## src/rtl/core/csvfs_pkg.sv

```systemverilog
// csvfs_pkg: shared types and character codes for the csv field splitter
// used by csvfs_in_stage, csvfs_parse and csv_field_splitter
// no dependencies
package csvfs_pkg;

    // default limit on fields per record
    localparam int MAX_FIELDS_DEF = 64;

    // output field widths
    localparam int IDX_W = 6;
    localparam int CNT_W = 7;

    // character codes
    localparam logic [7:0] CH_COMMA = 8'h2C;
    localparam logic [7:0] CH_QUOTE = 8'h22;
    localparam logic [7:0] CH_CR    = 8'h0D;
    localparam logic [7:0] CH_LF    = 8'h0A;

    // input item
    typedef struct packed {
        logic [7:0] in_byte;
        logic       end_of_stream;
    } t_csvfs_in;

    // result item
    typedef struct packed {
        logic [7:0]       out_byte;
        logic             is_data;
        logic             field_end;
        logic             record_end;
        logic [IDX_W-1:0] field_index;
        logic [CNT_W-1:0] field_count;
        logic             field_overflow;
    } t_csvfs_out;

endpackage

```

## src/rtl/core/csvfs_in_stage.sv

```systemverilog
// csvfs_in_stage: input register for the csv field splitter
// depends on csvfs_pkg
module csvfs_in_stage
    import csvfs_pkg::*;
(
    input  logic      i_clk,
    input  logic      i_rst_n,
    input  logic      i_in_valid,
    output logic      o_in_stall,
    input  t_csvfs_in i_in_data,
    output logic      o_valid,
    output t_csvfs_in o_data,
    input  logic      i_take
);

    logic      r_valid;
    t_csvfs_in r_data;
    logic      w_load;

    // stall only while a held item cannot move on
    assign o_in_stall = r_valid && !i_take;
    assign w_load     = i_in_valid && !o_in_stall;

    // valid flag
    always_ff @(posedge i_clk) begin
        if (!i_rst_n) begin
            r_valid <= 1'b0;
        end else if (w_load) begin
            r_valid <= 1'b1;
        end else if (i_take) begin
            r_valid <= 1'b0;
        end
    end

    // payload
    always_ff @(posedge i_clk) begin
        if (w_load) begin
            r_data <= i_in_data;
        end
    end

    assign o_valid = r_valid;
    assign o_data  = r_data;

endmodule

```

## src/rtl/core/csvfs_parse.sv

```systemverilog
// csvfs_parse: per-byte parse state, next-state logic and result register
// depends on csvfs_pkg
module csvfs_parse
    import csvfs_pkg::*;
#(
    parameter int MAX_FIELDS = MAX_FIELDS_DEF
) (
    input  logic       i_clk,
    input  logic       i_rst_n,
    input  logic       i_valid,
    input  t_csvfs_in  i_data,
    output logic       o_take,
    output logic       o_out_valid,
    input  logic       i_out_stall,
    output t_csvfs_out o_out_data
);

    localparam int FC_W = (MAX_FIELDS > 2) ? $clog2(MAX_FIELDS) : 1;
    localparam int FN_W = $clog2(MAX_FIELDS + 1);
    localparam int XW   = (FN_W > CNT_W) ? FN_W : CNT_W;
    localparam logic [FC_W-1:0] FC_LAST = FC_W'(MAX_FIELDS - 1);

    // parse phase codes
    localparam logic [1:0] PH_START = 2'd0;
    localparam logic [1:0] PH_PLAIN = 2'd1;
    localparam logic [1:0] PH_QUOTE = 2'd2;
    localparam logic [1:0] PH_QSEEN = 2'd3;

    logic [1:0]      r_phase, n_phase;
    logic            r_acr, n_acr;
    logic            r_has, n_has;
    logic [FC_W-1:0] r_cnt, n_cnt;
    logic            r_ovf, n_ovf;

    logic            r_out_valid;
    t_csvfs_out      r_out;

    logic            w_res;
    logic            w_fend;
    logic            w_rend;
    logic            w_data;
    logic [7:0]      w_byte;
    logic [FC_W-1:0] w_idx;
    logic [FN_W-1:0] w_count;
    logic            w_ovf;
    logic [XW-1:0]   w_idx_x;
    logic [XW-1:0]   w_count_x;
    logic            w_adv;
    logic [7:0]      w_c;

    assign w_c   = i_data.in_byte;
    assign w_adv = !r_out_valid || !i_out_stall;
    assign o_take = w_adv;

    // next state and result for the held byte
    always_comb begin
        n_phase = r_phase;
        n_acr   = r_acr;
        n_has   = r_has;
        n_cnt   = r_cnt;
        n_ovf   = r_ovf;
        w_res   = 1'b0;
        w_fend  = 1'b0;
        w_rend  = 1'b0;
        w_data  = 1'b0;
        w_byte  = 8'h00;
        w_idx   = r_cnt;
        w_count = '0;
        w_ovf   = r_ovf;
        if (i_data.end_of_stream) begin
            // close a pending line and return to reset state
            if (r_has) begin
                w_res   = 1'b1;
                w_fend  = 1'b1;
                w_rend  = 1'b1;
                w_count = FN_W'(r_cnt) + FN_W'(1);
            end
            n_phase = PH_START;
            n_has   = 1'b0;
            n_cnt   = '0;
            n_ovf   = 1'b0;
            n_acr   = 1'b0;
        end else if (r_acr && w_c == CH_LF) begin
            // lf of a cr lf pair
            n_acr = 1'b0;
        end else if (w_c == CH_CR || w_c == CH_LF) begin
            // record end
            n_acr = (w_c == CH_CR);
            w_res  = 1'b1;
            w_rend = 1'b1;
            if (r_has) begin
                w_fend  = 1'b1;
                w_count = FN_W'(r_cnt) + FN_W'(1);
            end else begin
                w_idx = '0;
                w_ovf = 1'b0;
            end
            n_phase = PH_START;
            n_has   = 1'b0;
            n_cnt   = '0;
            n_ovf   = 1'b0;
        end else begin
            n_acr  = 1'b0;
            n_has  = 1'b1;
            w_byte = w_c;
            w_res  = 1'b1;
            w_data = 1'b1;
            case (r_phase)
                PH_START: begin
                    if (w_c == CH_QUOTE) begin
                        n_phase = PH_QUOTE;
                        w_res   = 1'b0;
                    end else if (w_c != CH_COMMA) begin
                        n_phase = PH_PLAIN;
                    end
                end
                PH_PLAIN: begin
                end
                PH_QUOTE: begin
                    if (w_c == CH_QUOTE) begin
                        n_phase = PH_QSEEN;
                        w_res   = 1'b0;
                    end
                end
                PH_QSEEN: begin
                    if (w_c == CH_QUOTE) begin
                        n_phase = PH_QUOTE;
                    end else if (w_c != CH_COMMA) begin
                        n_phase = PH_PLAIN;
                    end
                end
                default: begin
                end
            endcase
            // comma outside quotes closes the field
            if (w_c == CH_COMMA && r_phase != PH_QUOTE) begin
                w_data  = 1'b0;
                w_byte  = 8'h00;
                w_fend  = 1'b1;
                n_phase = PH_START;
                if (r_cnt == FC_LAST) begin
                    n_ovf = 1'b1;
                    w_ovf = 1'b1;
                end else begin
                    n_cnt = r_cnt + FC_W'(1);
                end
            end
        end
    end

    assign w_idx_x   = XW'(w_idx);
    assign w_count_x = XW'(w_count);

    // parse state
    always_ff @(posedge i_clk) begin
        if (!i_rst_n) begin
            r_phase <= PH_START;
            r_acr   <= 1'b0;
            r_has   <= 1'b0;
            r_cnt   <= '0;
            r_ovf   <= 1'b0;
        end else if (i_valid && w_adv) begin
            r_phase <= n_phase;
            r_acr   <= n_acr;
            r_has   <= n_has;
            r_cnt   <= n_cnt;
            r_ovf   <= n_ovf;
        end
    end

    // result valid
    always_ff @(posedge i_clk) begin
        if (!i_rst_n) begin
            r_out_valid <= 1'b0;
        end else if (w_adv) begin
            r_out_valid <= i_valid && w_res;
        end
    end

    // result payload
    always_ff @(posedge i_clk) begin
        if (w_adv) begin
            r_out.out_byte       <= w_byte;
            r_out.is_data        <= w_data;
            r_out.field_end      <= w_fend;
            r_out.record_end     <= w_rend;
            r_out.field_index    <= w_idx_x[IDX_W-1:0];
            r_out.field_count    <= w_count_x[CNT_W-1:0];
            r_out.field_overflow <= w_ovf;
        end
    end

    assign o_out_valid = r_out_valid;
    assign o_out_data  = r_out;

    // a data transfer never closes a field or record
    a_data_excl: assert property (@(posedge i_clk) disable iff (!i_rst_n)
        r_out_valid && r_out.is_data |-> !r_out.field_end && !r_out.record_end)
        else $error("data result also marks an end");

    // every result is data, a field end or a record end
    a_kind: assert property (@(posedge i_clk) disable iff (!i_rst_n)
        r_out_valid && !r_out.is_data |-> r_out.field_end || r_out.record_end)
        else $error("empty result");

    // empty line closes with zero index and count
    a_empty_line: assert property (@(posedge i_clk) disable iff (!i_rst_n)
        r_out_valid && r_out.record_end && !r_out.field_end
        |-> r_out.field_index == '0 && r_out.field_count == '0
            && !r_out.field_overflow)
        else $error("empty line result not cleared");

    // overflow only while the index sits at its limit
    a_ovf_sat: assert property (@(posedge i_clk) disable iff (!i_rst_n)
        r_ovf |-> r_cnt == FC_LAST)
        else $error("overflow flag without saturated index");

    // a lf right after a cr ended record produces no result
    a_crlf: assert property (@(posedge i_clk) disable iff (!i_rst_n)
        i_valid && w_adv && r_acr && !i_data.end_of_stream && w_c == CH_LF
        |=> !r_out_valid)
        else $error("lf of cr lf pair produced a result");

endmodule

```

## src/rtl/core/csv_field_splitter.sv

```systemverilog
// csv_field_splitter: top level of the streaming csv field splitter
// depends on csvfs_pkg, csvfs_in_stage and csvfs_parse
//
// Takes one text byte per transfer and reports field data bytes, field ends
// and record ends, at most one result per byte. The block accepts one byte
// every cycle while the output is not stalled; a byte's result passes through
// the input register and then the result register, with the one-byte parse
// decision between them. A downstream stall holds the result register and
// then the input register; the input side stalls only when both are full.
// Quoted fields, doubled quotes, CR, LF and CR LF record ends and end of
// stream are handled as the usual CSV rules; the field index saturates at
// MAX_FIELDS-1 and raises field_overflow.
module csv_field_splitter
    import csvfs_pkg::*;
#(
    parameter int MAX_FIELDS = MAX_FIELDS_DEF
) (
    input  logic       i_clk,
    input  logic       i_rst_n,
    input  logic       i_in_valid,
    output logic       o_in_stall,
    input  t_csvfs_in  i_in_data,
    output logic       o_out_valid,
    input  logic       i_out_stall,
    output t_csvfs_out o_out_data
);

    logic      w_valid;
    t_csvfs_in w_data;
    logic      w_take;

    // input register
    csvfs_in_stage u_in_stage (
        .i_clk      (i_clk),
        .i_rst_n    (i_rst_n),
        .i_in_valid (i_in_valid),
        .o_in_stall (o_in_stall),
        .i_in_data  (i_in_data),
        .o_valid    (w_valid),
        .o_data     (w_data),
        .i_take     (w_take)
    );

    // parse step and result register
    csvfs_parse #(
        .MAX_FIELDS (MAX_FIELDS)
    ) u_parse (
        .i_clk       (i_clk),
        .i_rst_n     (i_rst_n),
        .i_valid     (w_valid),
        .i_data      (w_data),
        .o_take      (w_take),
        .o_out_valid (o_out_valid),
        .i_out_stall (i_out_stall),
        .o_out_data  (o_out_data)
    );

endmodule

```

## config.mk

```make
export PLATFORM = sky130hd
export DESIGN_NAME = csv_field_splitter
export DESIGN_NICKNAME = d
export VERILOG_FILES = /design/src/rtl/core/csvfs_pkg.sv /design/src/rtl/core/csvfs_in_stage.sv /design/src/rtl/core/csvfs_parse.sv /design/src/rtl/core/csv_field_splitter.sv
export SDC_FILE = /design/constraint.sdc
export NUM_CORES = 1
export LEC_CHECK = 0
export BUFFER_PORTS_ARGS = -buffer_cell sky130_fd_sc_hd__clkbuf_2
export CAP_MARGIN = 20
export CORE_AREA = 2 2 66 68
export DETAILED_ROUTE_END_ITERATION = 8
export DIE_AREA = 0 0 68 70
export PLACE_DENSITY = 0.74
export SETUP_SLACK_MARGIN = 0.1
export SYNTH_ARGS = -nofsm -noshare
export SYNTH_HDL_FRONTEND = slang
export SYNTH_HIERARCHICAL = 1
export SYNTH_SLANG_ARGS = --single-unit
```

## constraint.sdc

```tcl
create_clock -name i_clk -period 2.68 [get_ports i_clk]
set_input_delay 0.134 -clock i_clk [delete_from_list [all_inputs] [get_ports i_clk]]
set_output_delay 0.134 -clock i_clk [all_outputs]
set_load 0.05 [all_outputs]
```

Word level (Yosys, flattened, before mapping) --
Cells that the tools add are included. W data, S select, Z words.
Storage, ports and cells: register bits 47, bits of input ports 13, output and inout bits 27, word-level logic and storage cells 106
Operators by class: add/subtract/negate cells 2, equality and inequality tests 13, multiplexer cells 52, reductions and logical operators 23
Operator list (number):
- $mux W6 | 9
- $mux W1 | 31
- $mux W7 | 4
- $eq A8 B4 Y1 const B | 2
- $eq A8 B6 Y1 const B | 2
- $mux W2 | 7
- $ne A8 B6 Y1 const B | 1
- $add A6 B1 Y7 const B | 1
- $add A6 B1 Y6 const B | 1
- $eq A6 B6 Y1 const B | 1
- $logic_and A1 B1 Y1 | 6
- $ne A6 B1 Y1 const B | 1
- $ne A5 B2 Y1 const B | 1
- $reduce_and A5 Y1 | 1
- $reduce_bool A5 Y1 | 1
- $eq A2 B2 Y1 const B | 2
- $logic_not A1 Y1 | 4
- $ne A2 B2 Y1 const B | 2
- $pmux W2 S2 | 1
- $reduce_and A4 Y1 | 1
- $reduce_or A2 Y1 | 2
- $reduce_or A4 Y1 | 1
- $ne A3 B2 Y1 const B | 1
- $reduce_bool A3 Y1 | 1
- other kinds (5) | 6

Longest topological paths before layout --
Gate-level depths: netlist of run 1.
depth after elaboration 8, mapped depth 7, mapped depth without buffers 7

Hierarchy --
The synthesis of run 1 kept the hierarchy.
By module, submodules not included:
- csvfs_parse | times used 1, cells an instance 172, area an instance 1846.8 µm², sequential area each 991.0 µm²
- csvfs_in_stage | times used 1, cells an instance 13, area an instance 317.8 µm², sequential area each 290.3 µm²

Worst setup path before layout of run 1 --
OpenSTA, ideal clock, no wires.
path kind reg2reg, start point register u_parse.r_out_valid (netlist: u_parse/o_out_valid), end point register u_in_stage.r_data, in the netlist u_in_stage/o_data[0], enable pin, library setup time 296 ps, arrival 2033 ps, required time 2384 ps, path slack 351 ps, cell stages (with the launch flop) 4, path buffers 0, period minus slack after synthesis 2329 ps, path through dfxtp_1 -> nand2_1 -> nor2b_4 -> nor2b_1
Between the ends: cells in the longest elaborated chain, start to end 6
RTL lines:
- start: declaration | RTL line csvfs_parse.sv:35 | logic r_out_valid;
- start signal: assignment | RTL line csvfs_parse.sv:176 | r_out_valid <= i_valid && w_res;
- $logic_not A1 Y1 | RTL line csvfs_parse.sv:52 | assign w_adv = !r_out_valid || !i_out_stall;
- $logic_or A1 B1 Y1 | RTL line csvfs_parse.sv:52
- net w_take | RTL line csv_field_splitter.sv:30 | logic w_take;
- $logic_not A1 Y1 | RTL line csvfs_in_stage.sv:21 | assign o_in_stall = r_valid && !i_take;
- $logic_and A1 B1 Y1 | RTL line csvfs_in_stage.sv:21
- net o_in_stall | RTL line csv_field_splitter.sv:21 | output logic o_in_stall,
- $logic_not A1 Y1 | RTL line csvfs_in_stage.sv:22 | assign w_load = i_in_valid && !o_in_stall;
- $logic_and A1 B1 Y1 | RTL line csvfs_in_stage.sv:22
- net u_in_stage.w_load | RTL line csvfs_in_stage.sv:18 | logic w_load;
- end signal: assignment | RTL line csvfs_in_stage.sv:38 | r_data <= i_in_data;
- end: declaration | RTL line csvfs_in_stage.sv:17 | t_csvfs_in r_data;
The timed path passes the listed nets, and every way through them passes these cells. A chain may end at the register's enable or synchronous reset.

Final worst setup path of run 1 --
start point register u_parse.r_phase[0], end point register u_parse.r_cnt[0]
Between the ends: cells in the longest elaborated chain, start to end 4
RTL lines:
- start: declaration | RTL line csvfs_parse.sv:29 | logic [1:0] r_phase, n_phase;
- start signal: assignment | RTL line csvfs_parse.sv:163 | r_phase <= n_phase;
- $ne A2 B2 Y1 | RTL line csvfs_parse.sv:136 | if (w_c == CH_COMMA && r_phase != PH_QUOTE) begin
- $logic_and A1 B1 Y1 | RTL line csvfs_parse.sv:136
- $reduce_bool A3 Y1 (no line)
- $reduce_and A4 Y1 (no line)
- end signal: assignment | RTL line csvfs_parse.sv:166 | r_cnt <= n_cnt;
- end: declaration | RTL line csvfs_parse.sv:32 | logic [FC_W-1:0] r_cnt, n_cnt;
Every way passes these cells.

==> metrics.md, run 1 <==
| Metric | Value |
|---|---|
| Post-synthesis cell area | `2165 sq um` |
| Setup CP Type | `reg2reg` |
| Post-synth net total | `201` |
| # clock sinks | `47` |
| Root Driver | `clkbuf_8` |
| Tmin final | `2344 ps` |
| Synth top area share | `47.17%` |
| Arrival time of the worst setup path | `2570 ps` |
| # setup viols final | `0` |
| Clk buf depth | `2` |
| Fin cells | `288` |
| Vias per inst | `5.566` |
| Reg-to-Reg End | `u_parse/r_cnt[0]` |
| Layout Area Growth over Synthesis | `21.39%` |
| Critical path depth | `7` |
| Final wirelength | `4.063 mm` |
| Least-Margin Pin Slew | `775.9 ps` |
| Req. time, crit path | `2910 ps` |
| Slowest stage cell, crit path | `or4_4` |
| Crit path largest cell delay | `470 ps` |
| Max Slew Vio Count | `0` |
| Starting DRT DRC Count | `104` |
| Residual DRC count | `0` |
| Comb pwr share | `10.5%` |
| Final HPWL DP | `2.739 mm` |
| Critical path launch point | `u_parse/r_phase[0]` |
| Critical path peak fanout | `5` |
| Worst r2r path cells | `7` |
| Top_reg_cell synth | `edfxtp_1` |
| Worst Skew | `10.05 ps` |
| Initial cell density of the core | `52.23%` |
| FF+latch count, synth | `47` |
| Die width | `68 microns` |
| Largest net degree at the start of global routing | `27` |
| Fillers | `326` |
| Post-layout util | `63.41%` |
| All-Layer GR Usage | `17.90%` |
| Gpl congestion | `0.9400` |
| Die H | `70 microns` |
| Synth top area cells | `edfxtp_1 47%, dfxtp_1 12%, nor2b_1 3.8%` |
| Max Cap Viol | `0` |
| Clock power frac | `37.8%` |
| Post-synthesis sequential area ratio | `59.19%` |
| P_int | `1.229 mW` |
| Switching part of the total | `23.22%` |
| Htree depth | `2` |
| Cell family with most CP delay | `simple AND/OR/NAND/NOR gates` |
| Outcome | `finished clean` |
| Clock transition at the registers of the reported paths | `80 ps` |
| CTS Buf Count | `5` |
| Layout Nets | `251` |
| Async S/R FF share, synth | `0%` |
| GR Overflow Total | `0` |
| Worst vdd ir | `0.4381 mV` |
| CTS tree | `yes` |
| Syn Inst Count | `185` |
| Syn_area_per_cell | `11.70 sq um` |
| # diodes | `0` |
| WP buf/inv | `1` |
| CP Capture Point | `u_parse/r_cnt[0]` |
| Synth unique cells | `50` |
| Hold Fails Final Rpt | `0` |
| Setup crit start kind | `flop` |
| Worst-skew pair later-pin latency | `300 ps` |
| Proportion of layout cells with a drive suffix above 1 | `25.85%` |
| Pwr Density | `609.1 nW/um^2` |
| Unrepaired setup endpoints after global routing | `no` |
| First-pass GRT wire length | `6.437 mm` |
| Reg2Reg Setup Slack | `340 ps` |
| Final Cycle Share | `87.46%` |
| Antenna viol nets, final | `0` |
| IO buf count | `39` |
| Flop pwr share | `51.7%` |
| Sw power | `0.3716 mW` |
| Achievable frequency | `426.6 MHz` |
| Slew HR | `48.28%` |
| Area leader, netlist | `edfxtp_1` |
| DP Cell Count | `274` |
| Post-DR wirelength/cell | `14.11 microns` |
| Critical path, cell by cell | `inv_1 > ha_1 > or3b_1 > or4_4 > nand2b_4 > or3_1 > o22ai_1` |
| Leakage | `1.059 nW` |
| Reg-to-Reg Start | `u_parse/r_phase[0]` |
| Number of flops mapped to enable cells by yosys | `34` |
| Vias in the first global route | `1380` |
| Ports | `40` |
| Crit end category | `flop` |
| Setup TNS | `0 ps` |
| Initial antenna violation count | `0` |
| Post-CTS Setup Bufs | `0` |
| Detailed-router iteration count before antenna repair | `4` |
| Vias | `1603` |
| Total core area | `4144 sq um` |
| Total die area | `4760 sq um` |
| Synth warn | `6` |
| Hold Crit Class | `in2reg` |
| Num rows | `24` |
## cell usage after synthesis, drive strengths merged (2+ instances only)
cell / instances
edfxtp: 34
nor2: 16
nor2b: 14
dfxtp: 13
a21oi: 9
inv: 9
and2: 7
nand2: 7
a31oi: 6
nand3: 6
clkbuf: 5
nor3: 5
and3: 3
ha: 3
nor4: 3
nor4b: 3
o211ai: 3
o21ai: 3
or3: 3
xnor2: 3
nand2b: 2
o21a: 2
o221a: 2
o22ai: 2
o32ai: 2
or4: 2
## power by group through the flow
stage | clock (mW) | combinational (mW) | sequential [mW]
after floorplan | 0 | 0.0563 | 0.905
after global placement | 0 | 0.158 | 0.844
after detailed placement | 0 | 0.160 | 0.845
after CTS | 0.614 | 0.161 | 0.828
after global routing | 0.650 | 0.179 | 0.831
final | 0.605 | 0.168 | 0.828
## per-layer routing
metal  share of wire, %  GRT usage (%)
met3                5.9          4.992
met1                 45          25.46
met2                 47          25.89
met4                1.9          6.889
met5                  0              0
## how the worst min path moves through the flow
stage                     depth (start not counted)              endpoint         start
after detailed placement                          1  u_in_stage/o_data[5]  i_in_data[5]
after floorplan                                   0  u_in_stage/o_data[0]  i_in_data[0]
after CTS                                         1  u_in_stage/o_data[5]  i_in_data[5]
after global routing                              1  u_in_stage/o_data[7]  i_in_data[7]
after global placement                            1  u_in_stage/o_data[1]  i_in_data[1]
final                                             1  u_in_stage/o_data[5]  i_in_data[5]
## cell families (layout without fill, tap and decap cells)
group	count (synthesis)	after routing	share of synthesized area (%)
mux	1	1	0.4624
fa+ha+maj	3	3	1.734
flops	47	47	59.19
compound gates	38	38	12.66
buf+inv	15	66	2.659
simple gates	77	77	21.68
xor+xnor	4	4	1.619
## flip-flops by register name (all words and copies together) (netlist names)
register,count
u_parse/o_out_data,25
u_in_stage/o_data,9
u_parse/r_cnt,6
u_parse/r_phase,2
u_in_stage/o_valid,1
u_parse/o_out_valid,1
u_parse/r_acr,1
u_parse/r_has,1
u_parse/r_ovf,1
## stage by stage
stage	worst slack (ps)	power (mW)	hold slack, ps	cell area [sq um]
after floorplan	351.0	0.9616	232.9	2165
after global placement	467.5	1.003	310.5	2431
after detailed placement	430.9	1.004	312.6	2431
after CTS	347.1	1.604	2.375	2577
after global routing	221.9	1.659	-0.5207	2628
final	336.1	1.601	10.13	2628
## cell usage in the layout, fill, tap and decap left out, drive strengths merged, types with 2 or more instances in the layout
master	n
nand2	7
inv	9
nand3	6
and2	7
buf	4
or4	2
nor2b	14
o221a	2
o21a	2
nor4	3
nor2	16
dfxtp	13
bufinv	2
clkbuf	44
and3	3
xnor2	3
or3	3
dlygate4sd3	6
nor3	5
a21oi	9
edfxtp	34
nand2b	2
o21ai	3
o211ai	3
a31oi	6
o32ai	2
o22ai	2
ha	3
nor4b	3
## layout make-up
type	count	area [sq um]	share of cell area, %
inverter	9	33.78	1.286
sequential	47	1281	48.76
clock buffer	5	68.82	2.619
multi-input combinational	123	825.8	31.43
clock inverter	3	67.56	2.571
timing repair buffer	49	285.3	10.86
tap	52	65.06	2.476
## timing repair
action	4_1_cts	5_1_grt
hold buffers	1	5
gates resized for setup	0	0
hold endpoints to repair	1	5
Power figures use the tool's default switching activity.
==> inputs of run 2 (changes only) <==
SYNTH_HIERARCHICAL = default   (was 1)
==> run 2 against run 1 <==
Effect of this change:
- non-clock buffer count increased by 1
- clock skew shrank 1.0 ps
- critical path depth down 2
- area after synthesis is 1.6% lower
- critical path type unchanged
- highest routed layer unchanged
==> metrics.md, run 2 <==
| Metric | Value |
|---|---|
| Top-count cell post-synth | `edfxtp_1 (unchanged)` |
| Area leader, netlist | `edfxtp_1 (unchanged)` |
| Comb pwr share | `11.0% (was 10.5%)` |
| Post-synth net total | `203 (was 201)` |
| Clock transition at the registers of the reported paths | `90 ps (was 80 ps)` |
| Hold Path End | `u_in_stage.o_valid (was u_in_stage/o_data[5])` |
| Post-DR wirelength/cell | `14.16 microns (was 14.11 microns)` |
| Top_reg_cell synth | `edfxtp_1 (unchanged)` |
| Clock power frac | `30.1% (was 37.8%)` |
| Setup CP Type | `reg2reg (unchanged)` |
| # clock sinks | `47 (unchanged)` |
| Total core area | `4144 sq um (unchanged)` |
| Critical path launch point | `u_in_stage.o_data[8] (was u_parse/r_phase[0])` |
| Max reg flops | `25 (unchanged)` |
| Flop pwr share | `58.9% (was 51.7%)` |
| Final HPWL DP | `2.809 mm (was 2.739 mm)` |
| Worst Skew | `9.047 ps (was 10.05 ps)` |
| Die width | `68 microns (unchanged)` |
| Cts repair resizes | `0 (unchanged)` |
| Vias | `1565 (was 1603)` |
| Vias in the first global route | `1532 (was 1380)` |
| Final Cycle Share | `83.05% (was 87.46%)` |
| Leakage | `0.9690 nW (was 1.059 nW)` |
| Post-synthesis cell area | `2130 sq um (was 2165 sq um)` |
| Initial antenna violation count | `0 (unchanged)` |
| Achievable frequency | `449.3 MHz (was 426.6 MHz)` |
| Reg2Reg Setup Slack | `450 ps (was 340 ps)` |
| CTS Buf Count | `5 (unchanged)` |
| CTS tree | `yes (unchanged)` |
| Layout Nets | `251 (unchanged)` |
| Syn_area_per_cell | `11.39 sq um (was 11.70 sq um)` |
| GR Overflow Total | `0 (unchanged)` |
| Antenna viol nets, final | `0 (unchanged)` |
| Tmin final | `2226 ps (was 2344 ps)` |
| Initial cell density of the core | `51.39% (was 52.23%)` |
| Hold path startpoint | `i_in_valid (was i_in_data[5])` |
| Arrival time of the worst setup path | `2410 ps (was 2570 ps)` |
| Hold Crit Class | `in2reg (unchanged)` |
| Worst hold stages | `2 (was 1)` |
| Num rows | `24 (unchanged)` |
| Sw power | `0.3647 mW (was 0.3716 mW)` |
| Post-layout util | `60.99% (was 63.41%)` |
| Switching part of the total | `26.12% (was 23.22%)` |
| Synth top area share | `47.94% (was 47.17%)` |
| Proportion of layout cells with a drive suffix above 1 | `24.58% (was 25.85%)` |
| Least-Margin Pin Slew | `706.0 ps (was 775.9 ps)` |
| Crit end category | `flop (unchanged)` |
| Root Driver | `clkbuf_8 (unchanged)` |
| Outcome | `finished clean (unchanged)` |
| Max Cap Viol | `0 (unchanged)` |
| Synth top area cells | `edfxtp_1 48%, dfxtp_1 12%, and2_1 3.2% (was edfxtp_1 47%, dfxtp_1 12%, nor2b_1 3.8%)` |
| P_int | `1.032 mW (was 1.229 mW)` |
| Clk buf depth | `2 (unchanged)` |
| Most frequent cells in the layout | `39 x clkbuf_2, 34 x edfxtp_1, 16 x nand2_1, 13 x dfxtp_1 (was 39 x clkbuf_2, 34 x edfxtp_1, 16 x nor2_1, 13 x nor2b_1, 13 x dfxtp_1)` |
| Synth unique cells | `41 (was 50)` |
| Residual DRC count | `0 (unchanged)` |
| Slew HR | `52.50% (was 48.28%)` |
| Pwr Density | `552.5 nW/um^2 (was 609.1 nW/um^2)` |
| Gpl congestion | `0.8783 (was 0.9400)` |
| Fillers | `353 (was 326)` |
| Reg-to-Reg Start | `u_in_stage.o_data[8] (was u_parse/r_phase[0])` |
| FF+latch count, synth | `47 (unchanged)` |
| First-pass GRT wire length | `7.031 mm (was 6.437 mm)` |
| Setup TNS | `0 ps (unchanged)` |
| Unrepaired setup endpoints after global routing | `no (unchanged)` |
| Power Total | `1.396 mW (was 1.601 mW)` |
| Commonest non-fill, non-tap cell in the layout | `clkbuf_2 (unchanged)` |
| Layout Area Growth over Synthesis | `18.68% (was 21.39%)` |
| Ports | `40 (unchanged)` |
| Worst vdd ir | `0.4071 mV (was 0.4381 mV)` |
| Total die area | `4760 sq um (unchanged)` |
| All-Layer GR Usage | `19.53% (was 17.90%)` |
| # setup viols final | `0 (unchanged)` |
| Htree depth | `2 (unchanged)` |
| Largest net degree at the start of global routing | `28 (was 27)` |
| Reg-to-Reg End | `u_parse.r_cnt[3] (was u_parse/r_cnt[0])` |
| Detailed-router iteration count before antenna repair | `4 (unchanged)` |
| # diodes | `0 (unchanged)` |
| Number of flops mapped to enable cells by yosys | `34 (unchanged)` |
| Max Slew Vio Count | `0 (unchanged)` |
| Syn Inst Count | `187 (was 185)` |
| Die H | `70 microns (unchanged)` |
| Post-synth top cells | `34 x edfxtp_1, 16 x nand2_1, 13 x dfxtp_1, 11 x and2_1, 11 x o21ai_0 (was 34 x edfxtp_1, 16 x nor2_1, 13 x dfxtp_1, 13 x nor2b_1)` |
| Final wirelength | `4.078 mm (was 4.063 mm)` |
| Async S/R FF share, synth | `0% (unchanged)` |
| Worst r2r path cells | `5 (was 7)` |
| Synth warn | `0 (was 6)` |
| Req. time, crit path | `2870 ps (was 2910 ps)` |
| Vias per inst | `5.434 (was 5.566)` |
| Worst-skew pair later-pin latency | `310 ps (was 300 ps)` |
| Post-synthesis sequential area ratio | `60.16% (was 59.19%)` |
| Starting DRT DRC Count | `138 (was 104)` |
| Setup crit start kind | `flop (unchanged)` |
| Critical path peak fanout | `6 (was 5)` |
| IO buf count | `39 (unchanged)` |
| Hold Fails Final Rpt | `0 (unchanged)` |
==> run 2: final cells by class <==
type | count | area, sq um | share of cell area [%]
flip-flops and latches | 47 | 1281 | 50.69
clock buffers | 5 | 68.82 | 2.723
well taps | 52 | 65.06 | 2.574
multi-input cells | 125 | 769.5 | 30.45
clock inverters | 3 | 20.02 | 0.7921
inverters | 6 | 22.52 | 0.8911
repair buffers | 50 | 300.3 | 11.88
==> run 2: cell families after synthesis <==
family	synth area share, %
AND/OR/NAND/NOR	21.21
flip-flops	60.16
AO/OA/AOI/OAI	12.75
buffers and inverters	3.701
adder cells (fa/ha/maj)	1.763
XOR/XNOR	0.4114
==> run 2: what timing repair did <==
| action | in CTS | in global routing |
|---|---|---|
| hold buffers | 9 | 0 |
| buffers inserted | 0 | 0 |
| hold endpoints to repair | 9 | 0 |
==> run 2: how the worst max path moves through the flow <==
stage	depth (start not counted)	slack (ps)	endpoint
2_1_floorplan	6	450	u_parse.r_ovf
3_3_place_gp	4	470	u_parse.o_out_data[10]
3_5_place_dp	5	460	u_parse.r_cnt[3]
4_1_cts	4	460	u_parse.o_out_data[11]
5_1_grt	5	260	u_parse.r_cnt[3]
6_report	5	450	u_parse.r_cnt[3]
==> run 2: through the flow <==
| stage | hold WS [ps] | cells | setup WS [ps] | cell area [sq um] |
|---|---|---|---|---|
| 2_1_floorplan | 232.9 | 187 | 445.5 | 2130 |
| 3_3_place_gp | 311.2 | 271 | 466.1 | 2349 |
| 3_5_place_dp | 312.6 | 271 | 456.6 | 2349 |
| 4_1_cts | 45.46 | 288 | 456.2 | 2527 |
| 5_1_grt | 61.57 | 288 | 255.1 | 2527 |
| 6_report | 48.85 | 288 | 454.1 | 2527 |
==> run 2: power groups by stage <==
stage,Clock (mW),Combinational (mW),Sequential [mW]
2_1_floorplan,0,0.0471,0.901
3_3_place_gp,0,0.143,0.839
3_5_place_dp,0,0.144,0.840
4_1_cts,0.432,0.154,0.823
5_1_grt,0.465,0.165,0.828
6_report,0.420,0.154,0.823
==> run 2: routing by layer <==
layer | global-route usage, % | vias to the layer above | routed length (microns)
met1 | 25.16 | 723 | 1649
met4 | 5.333 | 0 | 58
met5 | 0 | - | 0
li1 | - | 790 | -
met2 | 32.25 | 46 | 2153
met3 | 4.831 | 6 | 217
==> run 2: critical path: stages (launching register included) <==
cell	delay, ps
edfxtp_1	400
or3_1	460
nor4_2	520
a211oi_1	280
a311oi_1	330
o21ai_0	130
==> inputs of run 3 (changes only) <==
CORE_AREA = 2 2 69 71   (was 2 2 66 68)
DIE_AREA = 0 0 71 73   (was 0 0 68 70)
PLACE_DENSITY = 0.71   (was 0.74)
clock period = 2.01 ns   (was 2.68 ns; I/O delays follow)
==> run 3 against run 2 <==
Effect of this change:
- the flow now finishes with violations (setup timing)
- clock power is 93% higher
- critical path depth did not move
- sequential power grew 32%
- worst setup slack worse by 480 ps
- global-route usage down 1.4 points
- fmax up 9.2%
- routed wire length increased by 11%
- critical path type unchanged
==> metrics.md, run 3 (synthesized netlist as in run 2, its figures left out) <==
| Metric | Value |
|---|---|
| Max Cap Viol | `0 (unchanged)` |
| Proportion of layout cells with a drive suffix above 1 | `40.15% (was 24.58%)` |
| Tmin final | `2038 ps (was 2226 ps)` |
| Worst-skew pair later-pin latency | `300 ps (was 310 ps)` |
| Worst vdd ir | `0.3996 mV (was 0.4071 mV)` |
| Finished Cell Area | `2889 sq um (was 2527 sq um)` |
| Leakage | `1.131 nW (was 0.9690 nW)` |
| Residual DRC count | `0 (unchanged)` |
| Starting DRT DRC Count | `127 (was 138)` |
| All-Layer GR Usage | `18.15% (was 19.53%)` |
| Setup CP Type | `reg2reg (unchanged)` |
| Least-Margin Pin Slew | `471.1 ps (was 706.0 ps)` |
| Final Cycle Share | `101.4% (was 83.05%)` |
| # clock sinks | `47 (unchanged)` |
| First-pass GRT wire length | `7.224 mm (was 7.031 mm)` |
| Antenna viol nets, final | `0 (unchanged)` |
| Reg-to-Reg End | `u_parse.r_cnt[5] (was u_parse.r_cnt[3])` |
| Reg2Reg Setup Slack | `-30 ps (was 450 ps)` |
| Layout Nets | `274 (was 251)` |
| Final wirelength | `4.510 mm (was 4.078 mm)` |
| Worst hold stages | `2 (unchanged)` |
| Area of placed instances | `2496 sq um (was 2349 sq um)` |
| Hold Fails Final Rpt | `0 (unchanged)` |
| Max reg flops | `25 (unchanged)` |
| Switching part of the total | `23.14% (was 26.12%)` |
| Slew HR | `68.53% (was 52.50%)` |
| Achievable frequency | `490.8 MHz (was 449.3 MHz)` |
| Clock power frac | `37.6% (was 30.1%)` |
| Post-layout util | `63.70% (was 60.99%)` |
| Num rows | `25 (was 24)` |
| Htree depth | `2 (unchanged)` |
| # setup viols final | `8 (was 0)` |
| Hold Path End | `u_in_stage.o_valid (unchanged)` |
| Flop pwr share | `50.9% (was 58.9%)` |
| Hold path startpoint | `i_in_valid (unchanged)` |
| Fin cells | `313 (was 288)` |
| Crit end category | `flop (unchanged)` |
| P_int | `1.652 mW (was 1.032 mW)` |
| Clk buf depth | `2 (unchanged)` |
| Req. time, crit path | `2190 ps (was 2870 ps)` |
| Total core area | `4536 sq um (was 4144 sq um)` |
| Layout Area Growth over Synthesis | `35.66% (was 18.68%)` |
| CTS tree | `yes (unchanged)` |
| Comb pwr share | `11.5% (was 11.0%)` |
| Power Total | `2.149 mW (was 1.396 mW)` |
| Reg-to-Reg Start | `u_in_stage.o_data[6] (was u_in_stage.o_data[8])` |
| Worst r2r path cells | `5 (unchanged)` |
| Largest net degree at the start of global routing | `28 (unchanged)` |
| IO buf count | `39 (unchanged)` |
| Die H | `73 microns (was 70 microns)` |
| Vias in the first global route | `1549 (was 1532)` |
| Root Driver | `clkbuf_8 (unchanged)` |
| Failing checks | `setup timing` |
| Vias | `1686 (was 1565)` |
| Worst Skew | `2.814 ps (was 9.047 ps)` |
| Setup crit start kind | `flop (unchanged)` |
| Gpl congestion | `0.8445 (was 0.8783)` |
| Sw power | `0.4973 mW (was 0.3647 mW)` |
| Fillers | `341 (was 353)` |
| Pwr Density | `744.0 nW/um^2 (was 552.5 nW/um^2)` |
| Vias per inst | `5.387 (was 5.434)` |
| Max Slew Vio Count | `0 (unchanged)` |
| Critical path peak fanout | `6 (unchanged)` |
| Post-route setup slack | `-27.50 ps (was 454.1 ps)` |
| CTS Buf Count | `5 (unchanged)` |
| Outcome | `finished, violations left (was finished clean)` |
| Initial antenna violation count | `0 (unchanged)` |
| Commonest non-fill, non-tap cell in the layout | `clkbuf_2 (unchanged)` |
| Final HPWL DP | `3.016 mm (was 2.809 mm)` |
| Die width | `71 microns (was 68 microns)` |
| Hold Crit Class | `in2reg (unchanged)` |
| GR Overflow Total | `0 (unchanged)` |
| Total die area | `5183 sq um (was 4760 sq um)` |
| Ports | `40 (unchanged)` |
| Most frequent cells in the layout | `39 x clkbuf_2, 34 x edfxtp_1, 23 x buf_4, 14 x nand2_1, 13 x dfxtp_1 (was 39 x clkbuf_2, 34 x edfxtp_1, 16 x nand2_1, 13 x dfxtp_1)` |
| # diodes | `0 (unchanged)` |
| Initial cell density of the core | `46.95% (was 51.39%)` |
| Post-DR wirelength/cell | `14.41 microns (was 14.16 microns)` |
| DP Cell Count | `292 (was 271)` |
| Clock transition at the registers of the reported paths | `80 ps (was 90 ps)` |
| Unrepaired setup endpoints after global routing | `yes (was no)` |
| Detailed-router iteration count before antenna repair | `4 (unchanged)` |
| Arrival time of the worst setup path | `2220 ps (was 2410 ps)` |
run 3: cell count changes in the layout (fill, tap and decap cells not counted), moves of 3 or more:
cell / before / now
a21oi_1: 10 / 6
a21oi_2: 0 / 4
buf_4: 2 / 23
o21ai_0: 11 / 5
o21ai_1: 1 / 4
o21ai_2: 0 / 3
run 3: cell type report:
cell class              instances  area [sq um]  share of cell area (%)
clock inverters                 2         60.06                   2.079
well taps                      54         67.56                   2.339
repair buffers                 73         489.2                   16.93
flip-flops and latches         47          1281                   44.35
clock buffers                   6         72.57                   2.512
multi-input cells             125         895.9                   31.01
inverters                       6         22.52                  0.7796
run 3: worst max-delay path by stage:
stage | end | slack (ps) | cells after the start | start
6_report | u_parse.r_cnt[5] | -30 | 5 | u_in_stage.o_data[6]
5_1_grt | u_parse.r_cnt[4] | -100 | 6 | u_in_stage.o_data[2]
4_1_cts | u_parse.o_out_data[8] | -20 | 4 | u_in_stage.o_data[1]
3_5_place_dp | u_parse.o_out_data[8] | -140 | 4 | u_in_stage.o_data[1]
3_3_place_gp | u_parse.o_out_data[11] | -100 | 4 | u_in_stage.o_data[1]
2_1_floorplan | u_parse.r_ovf | -130 | 8 | u_in_stage.o_data[7]
run 3: per-layer routing:
layer,vias to the layer above,wire (microns),track usage (%)
li1,836,-,-
met1,792,2053,24.42
met2,52,2171,29.08
met3,6,216,3.453
met4,0,68,7.547
met5,-,0,0
run 3: timing repair:
| action | CTS | global route |
|---|---|---|
| pin swaps | 5 | 5 |
| endpoints found under the hold margin | 9 | 0 |
| setup buffers | 2 | 2 |
| cloned | 0 | 0 |
| gates resized for setup | 21 | 12 |
| hold buffers | 9 | 0 |
| endpoints found under the setup margin | 26 | 23 |
run 3: per-stage QoR:
step                hold slack, ps  setup TNS, ps  setup slack [ps]
floorplan                    199.4          -1079            -125.2
global placement             278.2         -640.7            -101.1
detailed placement           279.1          -1127            -144.5
CTS                          14.33         -80.82            -16.82
global route                 39.84         -802.7            -97.49
finish                       16.59         -94.12            -27.50
run 3: power groups by stage:
stage	Combinational (mW)	Clock, mW	Sequential (mW)
after global placement	0.210	0	1.11
after global routing	0.261	0.860	1.10
after CTS	0.239	0.822	1.09
after floorplan	0.0632	0	1.20
after detailed placement	0.212	0	1.12
final	0.246	0.809	1.09
run 3: critical path, cell delays in order, from the launching register on:
cell and delay [ps]:
edfxtp_1 400, or4_4 590, or4_4 480, and2_4 230, nand4_4 130, o21ai_1 80
